## src/hdl/tlcu_pkg.sv

```systemverilog
`default_nettype none
// ----------------------------------------------------------------------------
// Truncated linear convolution unit: shared package
// Default sizes, field widths, operation and register codes, sequencer
// states and the control word that travels down the multiply pipeline.
// ----------------------------------------------------------------------------
package tlcu_pkg;

    localparam int DEF_MAX_LEN     = 32;
    localparam int DEF_SAMPLE_BITS = 16;

    localparam int OP_W      = 2;
    localparam int IDX_W     = 5;
    localparam int LEN_W     = 6;
    localparam int POS_W     = 6;
    localparam int CFG_IDX_W = 2;

    typedef enum logic [OP_W-1:0] {
        OP_LOAD_FIRST  = 2'd0,
        OP_LOAD_SECOND = 2'd1,
        OP_RUN         = 2'd2
    } t_op;

    typedef enum logic [CFG_IDX_W-1:0] {
        CFG_FIRST_LENGTH  = 2'd0,
        CFG_SECOND_LENGTH = 2'd1,
        CFG_OUTPUT_LIMIT  = 2'd2
    } t_cfg_idx;

    typedef enum logic [1:0] {
        S_IDLE,
        S_MAC,
        S_DRAIN
    } t_state;

    typedef struct packed {
        logic             valid;
        logic             first;
        logic             last_term;
        logic [POS_W-1:0] pos;
        logic             run_last;
    } t_mac_ctl;

endpackage : tlcu_pkg
`default_nettype wire

```

## src/hdl/truncated_linear_convolution_unit.sv

```systemverilog
`default_nettype none
// ----------------------------------------------------------------------------
// Truncated linear convolution unit
// Loads two signed sample sequences and streams their truncated full
// linear convolution, one exact sum per output.
// ----------------------------------------------------------------------------
// A load transaction (tuser 0 or 1) writes one sample into the first or
// second store and is taken every cycle. A run transaction (tuser 2) emits
// the first min(output_limit, first_length + second_length - 1) outputs of
// the convolution, each tagged with its position and tlast on the final
// one; a limit of zero emits nothing. During a run the input is not ready.
// Each output n reads one store pair and does one multiply-accumulate per
// cycle, one for each of its terms, then drains the two-stage multiply
// pipeline. Finished results wait in an output register, so the
// next transaction can be taken while the last result is still pending.
// Store entries that were never written read back as unknown data.
// ----------------------------------------------------------------------------
module truncated_linear_convolution_unit
    import tlcu_pkg::*;
#(
    parameter int MAX_LEN     = DEF_MAX_LEN,
    parameter int SAMPLE_BITS = DEF_SAMPLE_BITS
) (
    input  wire logic                  i_clk,
    input  wire logic                  i_rst_n,
    input  wire logic                  s_axis_tvalid,
    output logic                       s_axis_tready,
    // index, sample
    input  wire logic [((IDX_W + SAMPLE_BITS + 7) / 8) * 8 - 1:0] s_axis_tdata,
    // op
    input  wire logic [OP_W-1:0]       s_axis_tuser,
    output logic                       m_axis_tvalid,
    input  wire logic                  m_axis_tready,
    // position, value
    output logic [((POS_W + 2 * SAMPLE_BITS + $clog2(MAX_LEN) + 7) / 8) * 8 - 1:0]
                                       m_axis_tdata,
    output logic                       m_axis_tlast,
    input  wire logic                  i_cfg_valid,
    output logic                       o_cfg_ready,
    input  wire logic [CFG_IDX_W-1:0]  i_cfg_index,
    input  wire logic [LEN_W-1:0]      i_cfg_data
);

    localparam int AW      = $clog2(MAX_LEN);
    localparam int VALUE_W = 2 * SAMPLE_BITS + AW;
    localparam int OUT_W   = ((POS_W + VALUE_W + 7) / 8) * 8;

    logic                   we_first, we_second, re, taken;
    logic [AW-1:0]          waddr, raddr_first, raddr_second;
    logic [SAMPLE_BITS-1:0] rdata_first, rdata_second, wdata;
    t_mac_ctl               ctl;
    logic [POS_W-1:0]       out_pos;
    logic [VALUE_W-1:0]     out_value;

    assign wdata = s_axis_tdata[IDX_W +: SAMPLE_BITS];

    tlcu_seq #(
        .MAX_LEN (MAX_LEN)
    ) u_seq (
        .i_clk          (i_clk),
        .i_rst_n        (i_rst_n),
        .i_in_valid     (s_axis_tvalid),
        .o_in_ready     (s_axis_tready),
        .i_op           (s_axis_tuser),
        .i_index        (s_axis_tdata[IDX_W-1:0]),
        .i_cfg_valid    (i_cfg_valid),
        .o_cfg_ready    (o_cfg_ready),
        .i_cfg_index    (i_cfg_index),
        .i_cfg_data     (i_cfg_data),
        .i_taken        (taken),
        .o_we_first     (we_first),
        .o_we_second    (we_second),
        .o_waddr        (waddr),
        .o_re           (re),
        .o_raddr_first  (raddr_first),
        .o_raddr_second (raddr_second),
        .o_ctl          (ctl)
    );

    tlcu_ram #(
        .WIDTH (SAMPLE_BITS),
        .DEPTH (MAX_LEN)
    ) u_first_store (
        .i_clk   (i_clk),
        .i_we    (we_first),
        .i_waddr (waddr),
        .i_wdata (wdata),
        .i_re    (re),
        .i_raddr (raddr_first),
        .o_rdata (rdata_first)
    );

    tlcu_ram #(
        .WIDTH (SAMPLE_BITS),
        .DEPTH (MAX_LEN)
    ) u_second_store (
        .i_clk   (i_clk),
        .i_we    (we_second),
        .i_waddr (waddr),
        .i_wdata (wdata),
        .i_re    (re),
        .i_raddr (raddr_second),
        .o_rdata (rdata_second)
    );

    tlcu_mac #(
        .SAMPLE_BITS (SAMPLE_BITS),
        .VALUE_W     (VALUE_W)
    ) u_mac (
        .i_clk       (i_clk),
        .i_rst_n     (i_rst_n),
        .i_ctl       (ctl),
        .i_a         (rdata_first),
        .i_b         (rdata_second),
        .i_out_ready (m_axis_tready),
        .o_out_valid (m_axis_tvalid),
        .o_pos       (out_pos),
        .o_value     (out_value),
        .o_last      (m_axis_tlast),
        .o_taken     (taken)
    );

    assign m_axis_tdata = OUT_W'({out_value, out_pos});

endmodule : truncated_linear_convolution_unit
`default_nettype wire

```

## src/hdl/tlcu_ram.sv

```systemverilog
`default_nettype none
// ----------------------------------------------------------------------------
// Generic RAM
// One write port and one read port, read data registered.
// ----------------------------------------------------------------------------
module tlcu_ram #(
    parameter int WIDTH = 16,
    parameter int DEPTH = 32
) (
    input  wire logic                     i_clk,
    input  wire logic                     i_we,
    input  wire logic [$clog2(DEPTH)-1:0] i_waddr,
    input  wire logic [WIDTH-1:0]         i_wdata,
    input  wire logic                     i_re,
    input  wire logic [$clog2(DEPTH)-1:0] i_raddr,
    output logic      [WIDTH-1:0]         o_rdata
);

    logic [WIDTH-1:0] r_mem [DEPTH];

    always_ff @(posedge i_clk) begin
        if (i_we) begin
            r_mem[i_waddr] <= i_wdata;
        end
        if (i_re) begin
            o_rdata <= r_mem[i_raddr];
        end
    end

endmodule : tlcu_ram
`default_nettype wire

```

## src/hdl/tlcu_seq.sv

```systemverilog
`default_nettype none
// ----------------------------------------------------------------------------
// Sequencer
// Holds the configuration registers, decodes input transactions into store
// writes, and walks a run's (output, term) pairs, one read pair a cycle in S_MAC.
// ----------------------------------------------------------------------------
module tlcu_seq
    import tlcu_pkg::*;
#(
    parameter int MAX_LEN = DEF_MAX_LEN
) (
    input  wire logic                         i_clk,
    input  wire logic                         i_rst_n,
    input  wire logic                         i_in_valid,
    output logic                              o_in_ready,
    input  wire logic [OP_W-1:0]              i_op,
    input  wire logic [IDX_W-1:0]             i_index,
    input  wire logic                         i_cfg_valid,
    output logic                              o_cfg_ready,
    input  wire logic [CFG_IDX_W-1:0]         i_cfg_index,
    input  wire logic [LEN_W-1:0]             i_cfg_data,
    input  wire logic                         i_taken,
    output logic                              o_we_first,
    output logic                              o_we_second,
    output logic [$clog2(MAX_LEN)-1:0]        o_waddr,
    output logic                              o_re,
    output logic [$clog2(MAX_LEN)-1:0]        o_raddr_first,
    output logic [$clog2(MAX_LEN)-1:0]        o_raddr_second,
    output t_mac_ctl                          o_ctl
);

    localparam int AW = $clog2(MAX_LEN);
    localparam logic [8:0] MAX_LEN_V = 9'(MAX_LEN);

    t_state           r_state, n_state;
    logic [LEN_W-1:0] r_first_length, r_second_length, r_output_limit;
    logic [LEN_W-1:0] r_len1, n_len1, r_len2, n_len2;
    logic [POS_W-1:0] r_count, n_count, r_n, n_n;
    logic [LEN_W-1:0] r_k, n_k, r_kmax, n_kmax;
    logic             r_first, n_first;

    logic             in_acc;
    logic             idx_ok;
    logic [LEN_W-1:0] len1_c, len2_c;
    logic [LEN_W:0]   full;
    logic [POS_W-1:0] run_count;
    logic             run_last;

    // Saturate a length register into the range one to MAX_LEN.
    function automatic logic [LEN_W-1:0] f_clamp(input logic [LEN_W-1:0] len);
        logic [8:0] wide;
        wide = 9'(len);
        if (len == '0) begin
            return LEN_W'(1);
        end
        if (wide > MAX_LEN_V) begin
            return LEN_W'(MAX_LEN_V);
        end
        return len;
    endfunction

    function automatic logic [LEN_W-1:0] f_kmin(input logic [POS_W-1:0] n,
                                               input logic [LEN_W-1:0] len2);
        logic [LEN_W-1:0] top;
        top = len2 - LEN_W'(1);
        return (n >= top) ? (n - top) : '0;
    endfunction

    function automatic logic [LEN_W-1:0] f_kmax(input logic [POS_W-1:0] n,
                                               input logic [LEN_W-1:0] len1);
        logic [LEN_W-1:0] top;
        top = len1 - LEN_W'(1);
        return (n < top) ? n : top;
    endfunction

    assign o_in_ready  = (r_state == S_IDLE);
    assign o_cfg_ready = 1'b1;
    assign in_acc      = i_in_valid && o_in_ready;
    assign idx_ok      = (9'(i_index) < MAX_LEN_V);

    assign o_we_first  = in_acc && idx_ok && (t_op'(i_op) == OP_LOAD_FIRST);
    assign o_we_second = in_acc && idx_ok && (t_op'(i_op) == OP_LOAD_SECOND);
    assign o_waddr     = AW'(i_index);

    assign len1_c    = f_clamp(r_first_length);
    assign len2_c    = f_clamp(r_second_length);
    assign full      = (LEN_W+1)'(len1_c) + (LEN_W+1)'(len2_c) - (LEN_W+1)'(1);
    assign run_count = ((LEN_W+1)'(r_output_limit) < full) ? r_output_limit
                                                           : POS_W'(full);
    assign run_last  = ((r_n + POS_W'(1)) == r_count);

    assign o_re           = (r_state == S_MAC);
    assign o_raddr_first  = AW'(r_k);
    assign o_raddr_second = AW'(r_n - r_k);

    always_ff @(posedge i_clk) begin
        if (!i_rst_n) begin
            r_state         <= S_IDLE;
            r_first_length  <= LEN_W'(1);
            r_second_length <= LEN_W'(1);
            r_output_limit  <= LEN_W'(63);
        end else begin
            r_state <= n_state;
            if (i_cfg_valid && o_cfg_ready) begin
                unique case (t_cfg_idx'(i_cfg_index))
                    CFG_FIRST_LENGTH:  r_first_length  <= i_cfg_data;
                    CFG_SECOND_LENGTH: r_second_length <= i_cfg_data;
                    CFG_OUTPUT_LIMIT:  r_output_limit  <= i_cfg_data;
                    default: ;
                endcase
            end
        end
    end

    always_ff @(posedge i_clk) begin
        r_len1  <= n_len1;
        r_len2  <= n_len2;
        r_count <= n_count;
        r_n     <= n_n;
        r_k     <= n_k;
        r_kmax  <= n_kmax;
        r_first <= n_first;
    end

    always_comb begin
        n_state = r_state;
        n_len1  = r_len1;
        n_len2  = r_len2;
        n_count = r_count;
        n_n     = r_n;
        n_k     = r_k;
        n_kmax  = r_kmax;
        n_first = r_first;
        o_ctl   = '0;
        unique case (r_state)
            S_IDLE: begin
                if (in_acc && (t_op'(i_op) == OP_RUN) && (run_count != '0)) begin
                    n_state = S_MAC;
                    n_len1  = len1_c;
                    n_len2  = len2_c;
                    n_count = run_count;
                    n_n     = '0;
                    n_k     = '0;
                    n_kmax  = '0;
                    n_first = 1'b1;
                end
            end
            S_MAC: begin
                o_ctl.valid     = 1'b1;
                o_ctl.first     = r_first;
                o_ctl.last_term = (r_k == r_kmax);
                o_ctl.pos       = r_n;
                o_ctl.run_last  = run_last;
                n_k             = r_k + LEN_W'(1);
                n_first         = 1'b0;
                if (r_k == r_kmax) begin
                    n_state = S_DRAIN;
                end
            end
            S_DRAIN: begin
                // Wait until the finished sum has moved to the output register.
                if (i_taken) begin
                    if (run_last) begin
                        n_state = S_IDLE;
                    end else begin
                        n_n     = r_n + POS_W'(1);
                        n_k     = f_kmin(n_n, r_len2);
                        n_kmax  = f_kmax(n_n, r_len1);
                        n_first = 1'b1;
                        n_state = S_MAC;
                    end
                end
            end
            default: n_state = S_IDLE;
        endcase
    end

endmodule : tlcu_seq
`default_nettype wire

```

## src/hdl/tlcu_mac.sv

```systemverilog
`default_nettype none
// ----------------------------------------------------------------------------
// Multiply-accumulate datapath
// Registered product of the two store reads, a full-precision accumulator
// and the output register of the result stream.
// ----------------------------------------------------------------------------
module tlcu_mac
    import tlcu_pkg::*;
#(
    parameter int SAMPLE_BITS = DEF_SAMPLE_BITS,
    parameter int VALUE_W     = 2 * DEF_SAMPLE_BITS + 5
) (
    input  wire logic                   i_clk,
    input  wire logic                   i_rst_n,
    input  wire t_mac_ctl               i_ctl,
    input  wire logic [SAMPLE_BITS-1:0] i_a,
    input  wire logic [SAMPLE_BITS-1:0] i_b,
    input  wire logic                   i_out_ready,
    output logic                        o_out_valid,
    output logic [POS_W-1:0]            o_pos,
    output logic [VALUE_W-1:0]          o_value,
    output logic                        o_last,
    output logic                        o_taken
);

    localparam int PW = 2 * SAMPLE_BITS;

    t_mac_ctl                   r_c1, r_c2;
    logic signed [PW-1:0]       r_prod;
    logic signed [VALUE_W-1:0]  r_acc;
    logic                       r_done;
    logic [POS_W-1:0]           r_pos;
    logic                       r_end;
    logic                       r_ovalid;
    logic signed [VALUE_W-1:0]  prod_ext;

    assign prod_ext = VALUE_W'(r_prod);
    assign o_taken  = r_done && (!r_ovalid || i_out_ready);

    always_ff @(posedge i_clk) begin
        if (!i_rst_n) begin
            r_c1     <= '0;
            r_c2     <= '0;
            r_done   <= 1'b0;
            r_ovalid <= 1'b0;
        end else begin
            r_c1 <= i_ctl;
            r_c2 <= r_c1;
            if (r_c2.valid && r_c2.last_term) begin
                r_done <= 1'b1;
            end else if (o_taken) begin
                r_done <= 1'b0;
            end
            if (o_taken) begin
                r_ovalid <= 1'b1;
            end else if (i_out_ready) begin
                r_ovalid <= 1'b0;
            end
        end
    end

    always_ff @(posedge i_clk) begin
        if (r_c1.valid) begin
            r_prod <= $signed(i_a) * $signed(i_b);
        end
        if (r_c2.valid) begin
            r_acc <= (r_c2.first ? '0 : r_acc) + prod_ext;
            if (r_c2.last_term) begin
                r_pos <= r_c2.pos;
                r_end <= r_c2.run_last;
            end
        end
        if (o_taken) begin
            o_value <= r_acc;
            o_pos   <= r_pos;
            o_last  <= r_end;
        end
    end

    assign o_out_valid = r_ovalid;

endmodule : tlcu_mac
`default_nettype wire

```

## config.mk

```make
export PLATFORM = sky130hd
export DESIGN_NAME = truncated_linear_convolution_unit
export DESIGN_NICKNAME = d
export VERILOG_FILES = /design/src/hdl/tlcu_pkg.sv /design/src/hdl/truncated_linear_convolution_unit.sv /design/src/hdl/tlcu_ram.sv /design/src/hdl/tlcu_seq.sv /design/src/hdl/tlcu_mac.sv
export SDC_FILE = /design/constraint.sdc
export NUM_CORES = 2
export LEC_CHECK = 0
export BUFFER_PORTS_ARGS = -buffer_cell sky130_fd_sc_hd__buf_2
export CAP_MARGIN = 20
export CORE_ASPECT_RATIO = 1.75
export CORE_MARGIN = 10
export CORE_UTILIZATION = 40
export CTS_CLUSTER_DIAMETER = 40
export DETAILED_ROUTE_END_ITERATION = 6
export GPL_TIMING_DRIVEN = 0
export SYNTH_ARGS = -nofsm -noshare
export SYNTH_HDL_FRONTEND = slang
export SYNTH_SLANG_ARGS = --single-unit
```

## constraint.sdc

```tcl
create_clock -name i_clk -period 6.45 [get_ports i_clk]
set_input_delay 0.9675 -clock i_clk [delete_from_list [all_inputs] [get_ports i_clk]]
set_output_delay 0.9675 -clock i_clk [all_outputs]
set_load 0.01 [all_outputs]
```

# Word-level counts from Yosys, hierarchy flattened
# Memory sizes are Yosys's and may differ from the RTL's. A register that Yosys moved wholly into a read port is not among the register bits.
# Index checks and enable logic that the tools add are counted.
# W data, S select, Z words.
# classes
reduce_logical	28
n_mul	1
eq_ne	12
order_cmp	5
n_addsub	9
muxes	46
# ops
op	count
$mux W6	18
$add A37 B37 Y37	1
$mux W37	1
$mul A16 B16 Y32	1
$pmux W6 S2	2
$mux W1	18
$pmux W6 S3	1
$add A6 B1 Y6 const B	2
$eq A6 B6 Y1	2
$gt A6 B6 Y1 const B	2
$logic_not A6 Y1	2
$reduce_and A2 Y1	6
$sub A6 B1 Y6 const B	2
$mux W10	1
$reduce_and A4 Y1	2
$add A6 B6 Y7	1
$logic_and A1 B1 Y1	7
$lt A6 B7 Y1	1
$sub A7 B1 Y7 const B	1
$eq A2 B1 Y1 const B	3
$eq A2 B2 Y1 const B	3
$ge A6 B6 Y1	1
$logic_not A2 Y1	3
$lt A6 B6 Y1	1
13 further kinds	19
# totals
memories	2
register_bits	199
mem_bits_rw	1024
input_bits	39
word_cells	133
out_inout_bits	52
# mem_list
memory	depth	width	read_ports	rd_ports_with_merged_regs	wr	line	source
u_first_store.r_mem	32	16	1	1	1	tlcu_ram.sv:19	logic [WIDTH-1:0] r_mem [DEPTH];
u_second_store.r_mem	32	16	1	1	1	tlcu_ram.sv:19	

# Longest topological paths before layout
# depth
word_depth	13
mapped_depth	23
ltp_nobuf	22

# Hierarchy
# Synthesis repeated with hierarchy kept, for this count alone.
# hier_totals
cells_unflattened	4280
area_unflattened_um2	61642.9
# by_module_without_submodules
mod	area_per_inst_um2	n_inst	cells_per_inst	seq_area_each_um2
tlcu_ram (u_second_store)	20696.1	1	1143	15855.2
tlcu_ram (u_first_store)	20694.8	1	1143	15855.2
tlcu_mac	16226.8	1	1567	4043.9
tlcu_seq	3983.8	1	421	1511.4
truncated_linear_convolution_unit	41.3	1	6	0.0

# Least setup slack after synthesis
# OpenSTA, ideal clock, no wires.
# synth_timing
kind	reg-to-reg
startpoint	register u_first_store.o_rdata[15], read port of u_first_store.r_mem
endpoint	register u_mac.r_prod[30] (data pin)
required_time_ns	6.191
setup_ns	0.259
path_slack_ns	0.589
arrival_time_ns	5.602
path_buffers	1
period_less_slack_ns	5.861
path_stages_with_launch	20
cell_sequence	edfxtp_1 clkbuf_1 nand2_1 inv_1 fa_1 fa_1 inv_1 fa_1 fa_1 inv_1 fa_1 fa_1 ha_1 a21o_1 a21oi_1 nor2_1 nor2_1 nor3_1 a311o_1 a211o_1
# synth_via
elab_chain_len	1
# synth_lines
element	line	source
start: declaration	tlcu_ram.sv:16	output logic [WIDTH-1:0] o_rdata
$mul A16 B16 Y32	tlcu_mac.sv:64	r_prod <= $signed(i_a) * $signed(i_b);
end signal: assignment	tlcu_mac.sv:64	
end: declaration	tlcu_mac.sv:29	logic signed [PW-1:0] r_prod;
# Every way passes these cells.
# A chain may end at the register's enable or synchronous reset.

# Final worst setup path
# layout_timing
startpoint	register u_first_store.o_rdata[5], read port of u_first_store.r_mem
endpoint	register u_mac.r_prod[22] (data pin)
# The elaborated chain is that of the path after synthesis.

==> impl_metrics.yaml <==
sta:
  fin_crit_sh_pct: 96.8
  skew_ps: 62.7
  rsz0062_at_grt: "true"
  tightest_slew_ps: 1060
  fin_crit_ps: 6250
  fin_setup_tns_ps: 0
  hold_viol: 0
  slew_viol_final: 0
  relSlewSlack_pct: 29.4
  setup_viol: 0
  max_freq_mhz: 160
clock_tree:
  cts.sinks: 1255
  clock_latency_ps: 770
  htreeDepth: 3
  cts_buffers: 119
  cts_buffer_depth: 3
  clk_pin_slew_ps: 60
  cts_tree: "yes"
  postCtsHoldBufs: 0
  cts_root_buf: "clkbuf_16"
placement:
  dp_hpwl_um: 106000
  gp_congestion: 0.941
  numPortBuffers: 78
synthesis:
  synthArstFlopShare_pct: 0
  syn_area_um2: 60100
  synth_compound_area_share_pct: 4.24
  synthAdderAreaFrac_pct: 12.1
  synthXorXnorAreaFrac_pct: 1.49
  synth-seq-area-share_pct: 62.0
  synth.ff_latch_count: 1255
  netlist_instances: 3740
  syn-mean-instance-area_um2: 16.1
  synth_top_family_by_area: "adder cells"
  synth_edf_count: 1213
  yosys_warnings: 0
  synth_simple_gate_area_share_pct: 5.59
  synth_cell_types: 73
  synthMuxAreaShare_pct: 11.2
  synth_ff_type: "edfxtp_1"
floorplan:
  start_util_pct: 40.2
  fp-row-count: 188
  fp.dieH_um: 533
  dieArea_um2: 167000
  core_area_um2: 150000
  die-width_um: 313
  io_pins: 91
final_layout:
  nFillCells: 13000
  layout-drive-gt1-share_pct: 18.7
  layout.nets: 4507
  register_area_um2: 37300
  multi_input_area_um2: 21100
  syn_to_final_growth_pct: 14.2
critical_path:
  reg2reg_setup_slack_ps: 200
  crit_slowest_cell: "fa_1"
  worstPathRequired_ps: 6920
  end_kind: "flop"
  cp-start-kind: "flop"
  crit_arrival_ps: 6710
  cp_top_family: "adder cells"
  worst-setup-path-type: "reg -> reg"
  crit_path_frequent_cell: "fa_1"
  crit_chain: "buf_2 -> and2_1 -> fa_1 -> inv_1 -> fa_1 -> fa_1 -> fa_1 -> inv_1 -> fa_1 -> inv_1 -> fa_1 -> inv_1 -> ha_1 -> a21o_1 -> a21o_1 -> a211oi_4 -> o211ai_1 -> buf_4 -> a31oi_1 -> o21ai_1 -> a21oi_1 -> xnor2_1"
  crit_fanout: 10
  cpPeakStageDelay_ps: 550
  path_buf_inv: 6
detailed_routing:
  vias: 31700
  wirelength_um: 141000
  wl_per_cell_um: 22.9
  drc: 0
  drt_first_pass_iters: 5
  via_per_inst: 5.16
  drt_iter0_markers: 1848
  ant_nets: 0
global_routing:
  grt_max_degree: 65
  gr-total-overflow: 0
  grt_pass1_wl_um: 214000
  grt_pass1_vias: 34600
  grt_usage_pct: 16.9
  antenna_found_initial: 6
status:
  status: "finished, final reports clean"
min_path:
  hold_class: "reg -> reg"
flow_run:
  max_cap_violations: 0
routing by layer:
| layer | vias to the layer above | wire length (um) | GRT usage, % |
|---|---|---|---|
| met2 | 722 | 79400 | 33.0 |
| met4 | 2 | 7650 | 8.98 |
| li1 | 14500 | - | - |
| met3 | 285 | 5530 | 2.29 |
| met5 | - | 13 | 0 |
| met1 | 16200 | 48200 | 17.1 |
layout make-up:
class	instances	share of cell area, %
buffer	149	1.01
clock inverter	80	1.14
timing repair buffer	180	2.55
clock buffer	145	4.66
multi-input combinational	1972	30.7
antenna	3	0.0109
tap	1995	3.64
sequential	1255	54.3
inverter	368	2.01
cells in the mapped netlist, drive strengths merged (31+ instances only):
| library cell | instances | share of area (%) |
|---|---|---|
| a21o | 34 | 0.42 |
| xnor2 | 71 | 1.0 |
| nor2b | 66 | 0.69 |
| clkbuf | 96 | 0.60 |
| inv | 366 | 2.3 |
| and2 | 138 | 1.4 |
| mux2i | 147 | 2.4 |
| xor2 | 31 | 0.45 |
| nand2 | 235 | 1.5 |
| o221ai | 80 | 1.2 |
| a21oi | 86 | 0.73 |
| nor2 | 150 | 0.94 |
| edfxtp | 1213 | 61 |
| o21ai | 44 | 0.37 |
| fa | 266 | 8.9 |
| mux4 | 224 | 8.4 |
| dfxtp | 42 | 1.4 |
| buf | 53 | 0.44 |
| ha | 157 | 3.3 |
metrics by stage:
step           utilization, %  worst slack (ps)  instance area [um^2]  hold slack (ps)  cells
6_report                 45.9               204                 68600              403   6147
3_5_place_dp             42.9              -690                 64100              389   5877
4_1_cts                  45.6              31.5                 68300              404   6115
5_1_grt                  45.9             -29.2                 68600              412   6145
3_3_place_gp             42.1              -615                 63000              390   5817
2_1_floorplan               -               589                 60100              386   3744
logic make-up after synthesis:
| family | Yosys count |
|---|---|
| compound gates | 358 |
| xor+xnor | 102 |
| fa+ha+maj | 423 |
| buf+inv | 517 |
| flops | 1255 |
| mux | 391 |
| other cells | 2 |
| simple gates | 692 |
registers in the layout (all words and copies together) (netlist names), 10 cells and up:
signal                  flops
u_first_store.r_mem       512
u_second_store.r_mem      512
u_mac.o_value              37
u_mac.r_acc                37
u_mac.r_prod               32
u_first_store.o_rdata      16
u_second_store.o_rdata     16
u_mac.r_c1                 10
u_mac.r_c2                 10
placed cells by master (no fill, tap or decap), types with 11 or more instances in the layout:
| master | count |
|---|---|
| mux2_2 | 20 |
| nor2b_1 | 66 |
| buf_1 | 11 |
| xnor2_1 | 71 |
| buf_2 | 119 |
| dfxtp_1 | 40 |
| nand2_1 | 235 |
| buf_12 | 18 |
| clkinv_2 | 24 |
| o21bai_1 | 12 |
| nor3_1 | 15 |
| inv_1 | 364 |
| xor2_1 | 31 |
| a21oi_1 | 82 |
| a211oi_1 | 11 |
| clkinv_1 | 18 |
| o22ai_1 | 16 |
| ha_1 | 155 |
| o21ai_0 | 36 |
| nor2_1 | 89 |
| o21a_1 | 12 |
| clkbuf_1 | 85 |
| edfxtp_1 | 1213 |
| nand2b_1 | 16 |
| nor2_2 | 61 |
| mux4_2 | 224 |
| clkbuf_2 | 17 |
| fa_1 | 264 |
| clkbuf_16 | 123 |
| a21o_1 | 34 |
| and3_1 | 11 |
| o221ai_1 | 80 |
| nand3_1 | 18 |
| buf_8 | 36 |
| mux2i_1 | 147 |
| buf_4 | 50 |
| and2_1 | 138 |
worst paths after layout:
path                                 startpoint                         end  cells after the start
min                    u_mac.r_c2[3]$_SDFF_PN0_    u_mac.r_pos[2]$_DFFE_PP_                      0
max          u_first_store.o_rdata[5]$_DFFE_PP_  u_mac.r_prod[22]$_DFFE_PP_                     22
max reg2reg  u_first_store.o_rdata[5]$_DFFE_PP_  u_mac.r_prod[22]$_DFFE_PP_                     22
min reg2reg            u_mac.r_c2[3]$_SDFF_PN0_    u_mac.r_pos[2]$_DFFE_PP_                      0
what timing repair did:
action | CTS | global route
buffers inserted | 13 | 19
endpoints found under the setup margin | 14 | 11
pin swaps | 3 | 6
resized for setup | 29 | 47
Power is not shown: default switching activity piles up to over one toggle a cycle in this logic, so the estimate is an artifact.
